File: src/rtl/core/smf_pkg.sv
package smf_pkg;

   // Sample and register widths fixed by the data format.
   localparam int SAMPLE_W           = 32;
   localparam int WIN_REG_W          = 4;
   localparam int CSR_DATA_W         = 32;
   localparam int CSR_ADDR_W         = 3;

   // Window limits.
   localparam int MAX_WINDOW_DEFAULT = 9;
   localparam int MIN_WINDOW         = 3;
   localparam logic [WIN_REG_W-1:0] WINDOW_RESET = WIN_REG_W'(5);

   // Register index of the window length register (byte address 4 * index).
   localparam logic REG_WINDOW_LENGTH = 1'b0;

   typedef enum logic [2:0] {
      ST_IDLE,
      ST_ROW,
      ST_SCAN,
      ST_DRAIN,
      ST_CHECK,
      ST_EMIT
   } smf_state_type;

   typedef enum logic [2:0] {
      CMD_NONE,
      CMD_ACCEPT,
      CMD_ROW_START,
      CMD_SCAN,
      CMD_CHECK,
      CMD_EMIT
   } smf_cmd_type;

   typedef struct packed {
      logic fill_done;  // the item being accepted completes the window
      logic last_j;     // the scan index sits on the last window entry
      logic pick;       // the current pivot is the median, or it is the last pivot
      logic out_busy;   // the output register still holds an untaken item
   } smf_status_type;

endpackage

File: src/rtl/core/smf_ctrl.sv
module smf_ctrl import smf_pkg::*; (
   input  logic           clock,
   input  logic           reset,
   input  logic           req_valid,
   output logic           req_ready,
   input  smf_status_type status,
   output smf_cmd_type    cmd
);

   smf_state_type state_ff;
   smf_state_type state_in;

   always_ff @(posedge clock) begin
      if (reset) begin
         state_ff <= ST_IDLE;
      end else begin
         state_ff <= state_in;
      end
   end

   always_comb begin
      state_in  = state_ff;
      cmd       = CMD_NONE;
      req_ready = 1'b0;
      unique case (state_ff)
         ST_IDLE: begin
            req_ready = 1'b1;
            if (req_valid) begin
               cmd      = CMD_ACCEPT;
               state_in = status.fill_done ? ST_ROW : ST_EMIT;
            end
         end
         ST_ROW: begin
            cmd      = CMD_ROW_START;
            state_in = ST_SCAN;
         end
         ST_SCAN: begin
            cmd = CMD_SCAN;
            if (status.last_j) begin
               state_in = ST_DRAIN;
            end
         end
         ST_DRAIN: begin
            state_in = ST_CHECK;
         end
         ST_CHECK: begin
            cmd      = CMD_CHECK;
            state_in = status.pick ? ST_EMIT : ST_ROW;
         end
         ST_EMIT: begin
            if (!status.out_busy) begin
               cmd      = CMD_EMIT;
               state_in = ST_IDLE;
            end
         end
         default: begin
            state_in = ST_IDLE;
         end
      endcase
   end

endmodule

File: config.mk
export PLATFORM = sky130hd
export DESIGN_NAME = smf_ctrl
export DESIGN_NICKNAME = d
export VERILOG_FILES = /design/src/rtl/core/smf_pkg.sv /design/src/rtl/core/smf_ctrl.sv
export SDC_FILE = /design/constraint.sdc
export NUM_CORES = 1
export LEC_CHECK = 0
export BUFFER_PORTS_ARGS = -buffer_cell sky130_fd_sc_hd__buf_4
export CORE_AREA = 2 2 39 41
export DETAILED_ROUTE_END_ITERATION = 10
export DIE_AREA = 0 0 41 43
export SYNTH_ARGS = -nofsm -noshare
export SYNTH_HDL_FRONTEND = slang
export SYNTH_SLANG_ARGS = --single-unit
File: constraint.sdc
create_clock -name clock -period 1.94 [get_ports clock]
set_input_delay 0.388 -clock clock [delete_from_list [all_inputs] [get_ports clock]]
set_output_delay 0.388 -clock clock [all_outputs]
set_load 0.01 [all_outputs]
# Yosys cells after proc, flatten, opt, wreduce, memory -nomap -nowiden
# Index checks and enable logic that the tools add are counted.
[word_totals]
reg_bits = 3
in_bits = 7
output_inout_bits = 4
elab_cells = 21
[op_classes]
n_eq_ne = 8
n_mux = 10
n_reduce_logical = 2
[op_table]
columns = ["operator", "count"]
rows = [
  ["3-bit two-way mux", 6],
  ["3-bit one-hot mux with 6 select lines", 1],
  ["3-bit one-hot mux with 5 select lines", 1],
  ["3-bit by 2-bit equality test with 1-bit output, second input constant", 2],
  ["3-bit equality test, second input constant", 2],
  ["2-bit inequality test, second input constant", 3],
  ["3-bit by 1-bit equality test with 1-bit output, second input constant", 1],
  ["3-bit logical NOT", 1],
  ["3-bit AND reduction", 1],
  ["1-bit two-way mux", 2],
]

# Longest topological paths before layout
[depth]
ltp_word = 3
depth_mapped = 4
mapped_depth_nobuf = 3

# Least setup slack after synthesis
# OpenSTA, ideal clock, no wires.
[synth_timing]
path_kind = "reg2out"
start = "register state_ff[1]"
end = "output cmd[0]"
arrival_ns = 0.773
setup_slack_ns = 0.779
path_stages_with_launch = 4
path_cell_list = "dfxtp_1 > buf_6 > nand2b_1 > o21ai_1"
[synth_via]
elab_chain_cells = 2
elab_cells_between_ends = 6
[synth_rtl]
columns = ["item", "line_no", "text"]
rows = [
  ["start, declared", "smf_ctrl.sv:10", "smf_state_type state_ff;"],
  ["start signal, assigned", "smf_ctrl.sv:17", "state_ff <= state_in;"],
  ["3-bit equality test, or another cell as far along", "smf_ctrl.sv:25", "unique case (state_ff)"],
  ["3-bit one-hot mux with 5 select lines *", "smf_ctrl.sv:25", ""],
  ["end, declared", "smf_ctrl.sv:7", "output smf_cmd_type cmd"],
]
# Mark *: on every way between the ends. The rest lies on a longest branch, timed or not.

# Worst setup path in the final report
[layout_timing]
start = "register state_ff[0]"
end = "output cmd[0]"
# Same word-level chain as after synthesis.

==> out/metrics.cfg <==
[clock_network]
clock_path_buffers=2
clk_pin_slew_worst_paths_ns=0.03
clkLatencyLatePin_ns=0.23
cts_htree_levels=1
numCtsBuffers=3
ctsResizeCount=0
cts_setup_buffers=0
clock-sinks=3
cts_tree=done
root_buffer=clkbuf_4
cts_hold_buf=0

[floorplan]
ioPinCount=11
die_y_um=43
die_area_um2=1763
rows=14
fp.dieW_um=41
core-area_um2=1384
start_util=0.1637

[global_routing]
use_met2=0.07188
use_met1=0.09646
first_global_vias=194
grtUsageMet3=0.01571
grt_use_total=0.06827
grt_overflow_total=0
grt_max_degree=11
grt_first_pass_wirelength_um=779
busiest_layer=met1
antenna_found_initial=0

[worst_setup_path]
required_ns=1.55
path_class=flop to output pin
cp_max_fo=10
r2r_start=state_ff[1]
critPathSlowestCell=dfxtp_1
path_cells=nor2_1, o21ai_0, o21ai_1, buf_4
worstSetupStartpointType=flop
critical-path-max-stage-delay_ns=0.53
cp-end-kind=output pin
crit_buf_inv=1
crit_family=flip-flops
r2r_slack_ns=0.83
startpoint=state_ff[0]
worstPathArrival_ns=1.18

[routing]
antenna_left=0
dr.pass1.iters=3
drt-total-wl_um=501
drt-wirelength-per-cell_um=8.946
drcViolationCount=0
vias=242
drt_iter0_drc=2
via_per_inst=4.321

[sta]
fmax_mhz=637.3
min_period_ns=1.569
finalSetupViolations=0
rsz0062_at_grt=no
fin_setup_tns_ns=0
fin_worst_hold_slack_ns=0.3333
fin_skew_ns=0.002208
worst_pin_slew_ns=0.3670
relSlewSlack=0.7550
hold_viol=0
finalCritPeriodShare=0.8089
maxSlewViolCount=0

[status]
status=completed

[synthesis]
synthAdderAreaFrac=0
ys_types=19
synth_top_family_by_area=simple AND/OR/NAND/NOR gates
yosys.area.top_type=dfxtp_1
yosysTopAreaCellShare=0.2652
ys_warn_count=0
synth_cells=29
syn_nets=36
synth_area_um2=226.5
synth_area_leaders=dfxtp_1, nand2b_1, a221oi_2
synth_compound_area_frac=0.2597
syn_area_per_cell_um2=7.809
synth_mux_area_frac=0.04420
yosys_register_bits=3
synth-simple-area-share=0.2818
ys_seq_area_frac=0.2652
synth_xor_area_frac=0.03867

[cells_and_area]
final_cell_area_um2=326.6
drive_gt1_frac=0.3500
largest_reg_flops=3
top_register=state_ff
syn2layout_area_growth_pct=44.20
multiInputGateArea_um2=141.4
diodes=0
top_regs=state_ff (3)
nNetsFinal=48
regArea_um2=60.06
fillers=163

[power_and_ir_drop]
pwr_density_cell_nw_per_um2=1379
ir_drop_uv=366.4
p_leak_nw=0.1332
finalPower_uw=450.4

[place]
dpl_cell_area_um2=300.3
gp_congestion=0.6664
io_buffers=10

[hold_path]
min_from=reset
hp-class=primary input to flop

[run]
max_cap_viol_count=0

cell type report:
type / count / share of cell area
flip-flops and latches: 3 / 0.1839
clock buffers: 4 / 0.08046
well taps: 16 / 0.06130
repair buffers: 10 / 0.2299
inverters: 1 / 0.01149
multi-input cells: 22 / 0.4330
logic make-up after synthesis:
family	after synthesis
flip-flops	3
AND/OR/NAND/NOR	12
buffers and inverters	4
multiplexers	1
XOR/XNOR	1
AO/OA/AOI/OAI	8
cell usage after synthesis (all sizes together):
cell and number:
nand2b 3, inv 1, nor2 4, nand3b 1, o21ai 2, a221oi 1, dfxtp 3, a31oi 1
mux2i 1, nor3 2, a21o 1, nand4b 1, a21oi 1, o211ai 2, nand2 1, buf 3
xnor2 1
final timing paths:
| check | end | cells past startpoint |
|---|---|---|
| setup reg to reg | state_ff[0] | 3 |
| setup / recovery | cmd[0] | 4 |
| hold / removal | state_ff[1] | 2 |
| hold reg to reg | state_ff[0] | 2 |
layer usage:
metal  wire, um  share of wire  vias up
li1           -              -      125
met1        231           0.46      111
met2        243           0.49        6
met3         26          0.052        0
met4          0              0        0
met5          0              0        -
placed cells by master (no fill, tap or decap), types with 2 or more instances in the layout:
cell type	n
buf_4	10
nor2_1	4
nand2b_1	3
clkbuf_4	3
dfxtp_1	3
nor3_1	2
o211ai_1	2
report_power, final:
part           leakage (nW)  switching [mW]  internal, mW  total [mW]
clock network        0.0150          0.0304        0.0770       0.107
logic                0.0934          0.0862         0.116       0.203
registers            0.0249          0.0578        0.0825       0.140
total                 0.133           0.174         0.276       0.450
through the flow:
step / util / setup slack [ns] / cells
final: 0.2360 / 0.3708 / 56
after global routing: 0.2360 / 0.2710 / 56
after CTS: 0.2360 / 0.3710 / 56
after detailed placement: 0.2170 / 0.6238 / 52
after global placement: 0.2170 / 0.6422 / 52
after floorplan: - / 0.7792 / 29
No activity file was read; power rests on OpenSTA's default activity.
