`src/rtl/core/smf_pkg.sv`:
```
package smf_pkg;

   // Sample and register widths fixed by the data format.
   localparam int SAMPLE_W           = 32;
   localparam int WIN_REG_W          = 4;
   localparam int CSR_DATA_W         = 32;
   localparam int CSR_ADDR_W         = 3;

   // Window limits.
   localparam int MAX_WINDOW_DEFAULT = 9;
   localparam int MIN_WINDOW         = 3;
   localparam logic [WIN_REG_W-1:0] WINDOW_RESET = WIN_REG_W'(5);

   // Register index of the window length register (byte address 4 * index).
   localparam logic REG_WINDOW_LENGTH = 1'b0;

   typedef enum logic [2:0] {
      ST_IDLE,
      ST_ROW,
      ST_SCAN,
      ST_DRAIN,
      ST_CHECK,
      ST_EMIT
   } smf_state_type;

   typedef enum logic [2:0] {
      CMD_NONE,
      CMD_ACCEPT,
      CMD_ROW_START,
      CMD_SCAN,
      CMD_CHECK,
      CMD_EMIT
   } smf_cmd_type;

   typedef struct packed {
      logic fill_done;  // the item being accepted completes the window
      logic last_j;     // the scan index sits on the last window entry
      logic pick;       // the current pivot is the median, or it is the last pivot
      logic out_busy;   // the output register still holds an untaken item
   } smf_status_type;

endpackage

```
`src/rtl/core/smf_datapath.sv`:
```
module smf_datapath import smf_pkg::*; #(
   parameter int MAX_WINDOW = MAX_WINDOW_DEFAULT
) (
   input  logic                       clock,
   input  logic                       reset,
   input  smf_cmd_type                cmd,
   output smf_status_type             status,
   input  logic                       win_wr,
   input  logic [WIN_REG_W-1:0]       win_wdata,
   output logic [WIN_REG_W-1:0]       win_value,
   input  logic signed [SAMPLE_W-1:0] req_sample,
   output logic                       rsp_valid,
   input  logic                       rsp_ready,
   output logic signed [SAMPLE_W-1:0] rsp_value,
   output logic                       rsp_full
);

   localparam int IDX_W = $clog2(MAX_WINDOW);
   localparam int CNT_W = $clog2(MAX_WINDOW + 1);
   localparam int WMAX  = (MAX_WINDOW - 1) | 1;

   logic signed [SAMPLE_W-1:0] sample_mem [MAX_WINDOW];

   logic [WIN_REG_W-1:0]       window_ff, window_in;
   logic [IDX_W-1:0]           wp_ff, wp_in;
   logic [CNT_W-1:0]           fill_ff, fill_in;
   logic [IDX_W-1:0]           i_ff, i_in;
   logic [IDX_W-1:0]           j_ff, j_in;
   logic [CNT_W-1:0]           less_ff, less_in;
   logic [CNT_W-1:0]           equal_ff, equal_in;
   logic                       cmp_en_ff;
   logic signed [SAMPLE_W-1:0] piv_ff;
   logic signed [SAMPLE_W-1:0] cand_ff;
   logic signed [SAMPLE_W-1:0] res_value_ff, res_value_in;
   logic                       res_full_ff, res_full_in;
   logic signed [SAMPLE_W-1:0] rsp_value_ff, rsp_value_in;
   logic                       rsp_full_ff, rsp_full_in;
   logic                       rsp_valid_ff, rsp_valid_in;

   int                         eff_int;
   logic [CNT_W-1:0]           win_len;
   logic [CNT_W-1:0]           half;
   logic [CNT_W-1:0]           wp_inc;
   logic [CNT_W-1:0]           fill_inc;
   logic                       last_i;
   logic                       is_median;

   // Effective window: clamp to the legal range, then round an even value up.
   always_comb begin
      eff_int = int'(window_ff);
      if (eff_int < MIN_WINDOW) begin
         eff_int = MIN_WINDOW;
      end
      if (eff_int > WMAX) begin
         eff_int = WMAX;
      end
      if (eff_int[0] == 1'b0) begin
         eff_int = eff_int + 1;
      end
   end

   assign win_len   = CNT_W'(eff_int);
   assign half      = win_len >> 1;
   assign wp_inc    = CNT_W'(wp_ff) + CNT_W'(1);
   assign fill_inc  = (fill_ff < win_len) ? fill_ff + CNT_W'(1) : fill_ff;
   assign last_i    = (CNT_W'(i_ff) == win_len - CNT_W'(1));
   assign is_median = (less_ff <= half) && (half < less_ff + equal_ff);

   assign status.fill_done = (fill_inc == win_len);
   assign status.last_j    = (CNT_W'(j_ff) == win_len - CNT_W'(1));
   assign status.pick      = is_median || last_i;
   assign status.out_busy  = rsp_valid_ff;

   always_comb begin
      window_in    = window_ff;
      wp_in        = wp_ff;
      fill_in      = fill_ff;
      i_in         = i_ff;
      j_in         = j_ff;
      less_in      = less_ff;
      equal_in     = equal_ff;
      res_value_in = res_value_ff;
      res_full_in  = res_full_ff;
      rsp_value_in = rsp_value_ff;
      rsp_full_in  = rsp_full_ff;
      rsp_valid_in = rsp_valid_ff;

      if (rsp_valid_ff && rsp_ready) begin
         rsp_valid_in = 1'b0;
      end

      if (cmp_en_ff) begin
         if (cand_ff < piv_ff) begin
            less_in = less_ff + CNT_W'(1);
         end else if (cand_ff == piv_ff) begin
            equal_in = equal_ff + CNT_W'(1);
         end
      end

      unique case (cmd)
         CMD_ACCEPT: begin
            wp_in        = (wp_inc == win_len) ? '0 : wp_inc[IDX_W-1:0];
            fill_in      = fill_inc;
            res_value_in = req_sample;
            res_full_in  = 1'b0;
            i_in         = '0;
         end
         CMD_ROW_START: begin
            j_in     = '0;
            less_in  = '0;
            equal_in = '0;
         end
         CMD_SCAN: begin
            if (!status.last_j) begin
               j_in = j_ff + IDX_W'(1);
            end
         end
         CMD_CHECK: begin
            if (status.pick) begin
               res_value_in = piv_ff;
               res_full_in  = 1'b1;
            end else begin
               i_in = i_ff + IDX_W'(1);
            end
         end
         CMD_EMIT: begin
            rsp_value_in = res_value_ff;
            rsp_full_in  = res_full_ff;
            rsp_valid_in = 1'b1;
         end
         default: begin
         end
      endcase

      // A window change restarts filling from the first store entry.
      if (win_wr) begin
         window_in = win_wdata;
         wp_in     = '0;
         fill_in   = '0;
      end
   end

   always_ff @(posedge clock) begin
      if (reset) begin
         window_ff    <= WINDOW_RESET;
         wp_ff        <= '0;
         fill_ff      <= '0;
         i_ff         <= '0;
         j_ff         <= '0;
         cmp_en_ff    <= 1'b0;
         rsp_valid_ff <= 1'b0;
      end else begin
         window_ff    <= window_in;
         wp_ff        <= wp_in;
         fill_ff      <= fill_in;
         i_ff         <= i_in;
         j_ff         <= j_in;
         cmp_en_ff    <= (cmd == CMD_SCAN);
         rsp_valid_ff <= rsp_valid_in;
      end
   end

   always_ff @(posedge clock) begin
      less_ff      <= less_in;
      equal_ff     <= equal_in;
      res_value_ff <= res_value_in;
      res_full_ff  <= res_full_in;
      rsp_value_ff <= rsp_value_in;
      rsp_full_ff  <= rsp_full_in;
   end

   // Sample store: one write port, two registered read ports.
   always_ff @(posedge clock) begin
      if (cmd == CMD_ACCEPT) begin
         sample_mem[wp_ff] <= req_sample;
      end
      piv_ff  <= sample_mem[i_ff];
      cand_ff <= sample_mem[j_ff];
   end

   assign win_value = window_ff;
   assign rsp_valid = rsp_valid_ff;
   assign rsp_value = rsp_value_ff;
   assign rsp_full  = rsp_full_ff;

endmodule

```
`config.mk`:
```
export PLATFORM = sky130hd
export DESIGN_NAME = smf_datapath
export DESIGN_NICKNAME = d
export VERILOG_FILES = /design/src/rtl/core/smf_pkg.sv /design/src/rtl/core/smf_datapath.sv
export SDC_FILE = /design/constraint.sdc
export NUM_CORES = 1
export LEC_CHECK = 0
export ABC_AREA = 1
export BUFFER_PORTS_ARGS = -buffer_cell sky130_fd_sc_hd__buf_2
export CAP_MARGIN = 15
export CORE_MARGIN = 2
export CORE_UTILIZATION = 30
export CTS_BUF_LIST = sky130_fd_sc_hd__clkbuf_16
export DETAILED_ROUTE_END_ITERATION = 10
export SYNTH_ARGS = -nofsm -noshare
export SYNTH_HDL_FRONTEND = slang
export SYNTH_SLANG_ARGS = --single-unit
```
`constraint.sdc`:
```
create_clock -name clock -period 4.8 [get_ports clock]
set_clock_uncertainty 0.1 [all_clocks]
set_input_delay 0.48 -clock clock [delete_from_list [all_inputs] [get_ports clock]]
set_output_delay 0.48 -clock clock [all_outputs]
set_load 0.02 [all_outputs]
```
Word level (Yosys, flattened, before mapping)
Memories as Yosys holds them, arrays and structs flattened. A register that Yosys moved wholly into a read port is not among the register bits.
Cells that the tools add are included.
Widths: inputs -> output; s select.
{ "word_totals": {"ff_bits": 96, "latch_bits": 0, "ramBits": 288, "rom_bits": 0, "in_bits": 43, "out_inout_bits": 42, "wordCells": 72, "memories": 1} }
{ "mem_list": {"columns": ["memory", "depth", "word_bits", "rd", "rd_ports_with_merged_regs", "wr", "line_no", "rtl"], "rows": [
  ["sample_mem", 9, 32, 2, 2, 1, "smf_datapath.sv:22", "logic signed [SAMPLE_W-1:0] sample_mem [MAX_WINDOW];"]
]} }
{ "classes": {"addsub": 9, "multipliers": 0, "n_div": 0, "n_lt_le_gt_ge": 6, "eq_ne": 13, "shifts": 0, "n_mux": 17, "n_bitwise": 1, "n_reduce_logical": 12} }
{ "op_table": {"columns": ["op", "count"], "rows": [
  ["$pmux 32 s2", 1],
  ["$eq 32x32->1", 1],
  ["$gt 32x5->1 const B", 1],
  ["$lt 32x32->1", 1],
  ["$mux 32", 1],
  ["$add 4x1->4 const B", 7],
  ["$mux 4", 7],
  ["$eq 4x4->1", 4],
  ["$pmux 4 s2", 2],
  ["$reduce_and 2->1", 4],
  ["$eq 3x2->1 const B", 2],
  ["$eq 3x3->1 const B", 2],
  ["$ne 2x2->1 const B", 3],
  ["$reduce_bool 2->1", 3],
  ["$mux 1", 5],
  ["$add 4x4->4", 1],
  ["$le 4x3->1", 1],
  ["$lt 3x4->1", 1],
  ["$lt 4x2->1 const B", 1],
  ["$lt 4x4->1", 1],
  ["$sub 4x1->4 const B", 1],
  ["$eq 3x1->1 const B", 1],
  ["$reduce_and 3->1", 1],
  ["$logic_and 1x1->1", 2],
  ["other kinds (4)", 4]
]} }

Logic depth before layout (Yosys ltp)
{ "logic_depth": {"ltp_word": 11, "ltp_mapped": 19, "ltp_nobuf": 19} }

Least setup slack after synthesis
OpenSTA, ideal clock, no wires.
{ "synth_timing": {"kind": "in2reg", "from": "input cmd[2]", "to": "memory sample_mem[8][0], enable pin", "setup_ps": 502, "t_arrival_ps": 4147, "required_time_ps": 4198, "path_slack_ps": 51, "cell_stages": 4, "n_path_buf": 1, "cell_sequence": "nor3_2 > inv_1 > clkbuf_1 > nor4_1"} }
{ "synth_via": {"elab_chain_cells": 3} }
{ "synth_lines": {"columns": ["item", "line_no", "rtl"], "rows": [
  ["start: declaration", "smf_datapath.sv:6", "input smf_cmd_type cmd,"],
  ["$eq 3x1->1", "smf_datapath.sv:174", "if (cmd == CMD_ACCEPT) begin"],
  ["$mux 1", "smf_datapath.sv:174", null],
  ["$mux 1 (implied by the code)", "smf_datapath.sv:175", "sample_mem[wp_ff] <= req_sample;"],
  ["end: declaration", "smf_datapath.sv:22", null]
]} }
Every way passes these cells.

==> key figures <==
Outcome
  • Status: complete, no violations

Power
  • Maximum vdd ir drop: 0.000276 V
  • LEAKAGE: 8.65 nW
  • Total chip power: 8.81 mW
  • Pwr Density: 385 nW/um^2

Setup path
  • Element type at the critical path start: flop
  • Crit path kind: flop to output port
  • Worst path arrival time: 2850 ps
  • RR Endpoint: res_value_ff[14]
  • Worst Path Required: 4220 ps
  • R2R setup slack: 1600 ps
  • Reg2reg start: less_ff[0]
  • Max FO, Critical Path: 8
  • Depth of the most critical reg-to-reg path: 10
  • Setup crit end kind: output port

Place
  • IO Port Bufs: 84
  • Final RePlAce weighted congestion: 0.813
  • Placed wire-length estimate: 30700 um

Floorplanning
  • Top Ports: 85
  • Overall die width: 263 um
  • Initial Util: 0.302
  • Die ar.: 69300 um^2
  • # rows: 95
  • Core box area: 66800 um^2
  • Die Ht: 263 um

Route
  • WL final: 55900 um
  • Vias/cell: 5.14
  • Initial DRC Count: 1155
  • Post-DR wirelength/cell: 19.3 um
  • Residual DRC count: 0
  • DRT Pass-1 Iters: 5
  • ANT nets after route: 0
  • Vias after detailed routing: 14913

CTS
  • Clock Path Buffers: 3
  • CTS resizes: 0
  • Clk_lat worst skew: 580 ps
  • Root Buffer: clkbuf_16
  • H-tree depth: 2
  • Clk sink count: 448
  • Clock slew at reported path FFs: 60 ps
  • CTS tree: yes
  • CTS buffer count: 48

STA
  • Fin. Hold Viols: 0
  • Fin crit share: 0.714
  • Unrepaired setup endpoints after global routing: no
  • Fin crit period: 3430 ps
  • Setup_tns: 0 ps
  • Max Fclk: 292 MHz
  • Worst slew margin: 0.265
  • Fin. max-slew vios: 0
  • Final setup violation count: 0
  • Worst slew pin tran: 1100 ps

Synth
  • Synth Flop Type: edfxtp_1
  • Cells after Synth: 1944
  • Sequential share of the synthesized area: 0.621
  • Post-synth EDFFs: 354
  • Mapped Nets: 2040
  • Post-synthesis register bit count: 448
  • Distinct cell type count after synthesis: 45
  • Synth async-reset ratio: 0
  • Synthesis Warnings: 0
  • Syn_area_per_cell: 10.4 um^2
  • Syn Std Cell Area: 20200 um^2

Run
  • Maxcap violations: 0

Cells and area
  • Reg area: 12500 um^2
  • Area occupied by multi-input gates: 6310 um^2
  • Layout cell share with drive strength beyond 1: 0.112
  • Ant diodes: 0
  • Fill count: 6603
  • Synthesis-to-layout area growth: 13.7%
  • Nets@finish: 2082

Worst hold path
  • Min-delay worst type: primary input to flop
  • Worst Hold End: win_value[2]
  • Hold Path Stages: 3
  • Min-delay src: win_wdata[2]

Global routing
  • First-pass GRT wire length: 84300 um
  • Pin count of the biggest net entering global routing: 223
  • GR Overflow Total: 0
  • Vias in the first global route: 14372
  • Total track usage: 0.157
  • Initial antenna violation count: 7
## worst max-delay path, stage by stage (launching register included)
cell and delay, ps:
dfxtp_1 400, inv_4 170, nand2_4 120, ha_1 300, a21oi_1 60, o21ai_1 320, nor2_1 80, a21oi_1 190
xor2_1 150, o21ai_0 90, nor3_1 170, buf_2 190
## synthesized netlist by cell type, types with 3 or more instances
cell / n / area, um^2
xor2_1: 13 / 114
nand3_2: 3 / 30.0
nand2_2: 4 / 25.0
inv_2: 4 / 15.0
xnor2_1: 3 / 26.3
o21ai_1: 30 / 150
nand2_4: 3 / 33.8
a21oi_2: 6 / 52.6
dfxtp_1: 94 / 1880
o21ai_0: 417 / 2090
nor3_2: 3 / 30.0
nand3_1: 18 / 90.1
o21a_1: 3 / 22.5
inv_1: 223 / 837
a21oi_1: 206 / 1030
buf_1: 15 / 56.3
o221ai_1: 64 / 561
buf_2: 20 / 100
buf_4: 7 / 52.6
ha_1: 52 / 651
nor3_1: 16 / 80.1
nand4_1: 8 / 50.1
nand2_1: 158 / 593
clkbuf_1: 76 / 285
edfxtp_1: 354 / 10600
nor2_1: 122 / 458
## layer usage
layer | wire [um] | GRT usage
met5 | 49 | 0
met1 | 23400 | 0.202
met3 | 3870 | 0.0240
met2 | 26900 | 0.265
met4 | 1620 | 0.0608
## worst max-delay path by stage
stage	depth (start not counted)	slack, ps	endpoint	start
after detailed placement	10	1570	res_value_ff[17]	less_ff[0]
after global placement	10	1580	res_value_ff[18]	less_ff[0]
after CTS	11	1320	status[3]	win_value[3]
final	11	1370	status[3]	win_value[3]
after floorplan	4	50	sample_mem[8][0]	cmd[2]
after global routing	11	1110	status[3]	win_value[3]
## kinds of logic (layout without fill, tap and decap cells)
kind of cell,after synthesis,in the layout,synth area share
compound gates,734,734,0.197
fa+ha+maj,53,53,0.0333
buf+inv,350,432,0.0687
simple gates,341,341,0.0716
flops,448,448,0.621
xor+xnor,18,18,0.00857
## flip-flops by register name, indices dropped and copies added (netlist names)
| name | count |
|---|---|
| i_ff | 4 |
| j_ff | 4 |
| wp_ff | 4 |
| rsp_valid | 1 |
| res_value_ff | 32 |
| fill_ff | 4 |
| cand_ff | 32 |
| sample_mem | 288 |
| equal_ff | 4 |
| cmp_en_ff | 1 |
| win_value | 4 |
| rsp_value | 32 |
| less_ff | 4 |
| piv_ff | 32 |
| rsp_full | 1 |
| res_full_ff | 1 |
## cells in the final DEF (no fill, tap or decap), types with 30 or more instances in the layout
master	count
buf_2	84
edfxtp_1	354
o221ai_1	64
a21oi_1	206
o21ai_0	417
ha_1	52
o21ai_1	30
nor2_1	122
inv_1	230
dfxtp_1	90
clkbuf_16	49
nand2_1	157
## cell type report
cell class	count	share of cell area
inverter	229	0.0376
sequential	448	0.547
multi-input combinational	1146	0.276
clock inverter	41	0.0104
tap	873	0.0477
timing repair buffer	113	0.0285
clock buffer	49	0.0535
## per-stage QoR
stage | hold WS, ps | setup WS [ps] | area (um^2) | utilization | std cells
4_1_cts | 12.2 | 1320 | 22900 | 0.343 | 2899
5_1_grt | 46.8 | 1110 | 22900 | 0.343 | 2899
2_1_floorplan | 300 | 51.4 | 20200 | - | 1944
3_5_place_dp | 305 | 1570 | 21400 | 0.321 | 2808
6_report | 37.5 | 1370 | 22900 | 0.343 | 2899
3_3_place_gp | 307 | 1580 | 21400 | 0.321 | 2808
## repair_timing
| item | CTS | global route |
|---|---|---|
| hold endpoints to repair | 1 | 0 |
| hold buffers | 1 | 0 |
| buffers inserted | 0 | 0 |
## power by group
group	switching, mW	internal, mW
logic	0.620	0.313
registers	0.0756	4.32
clock network	1.53	1.96
No activity file was read; power rests on OpenSTA's default activity.
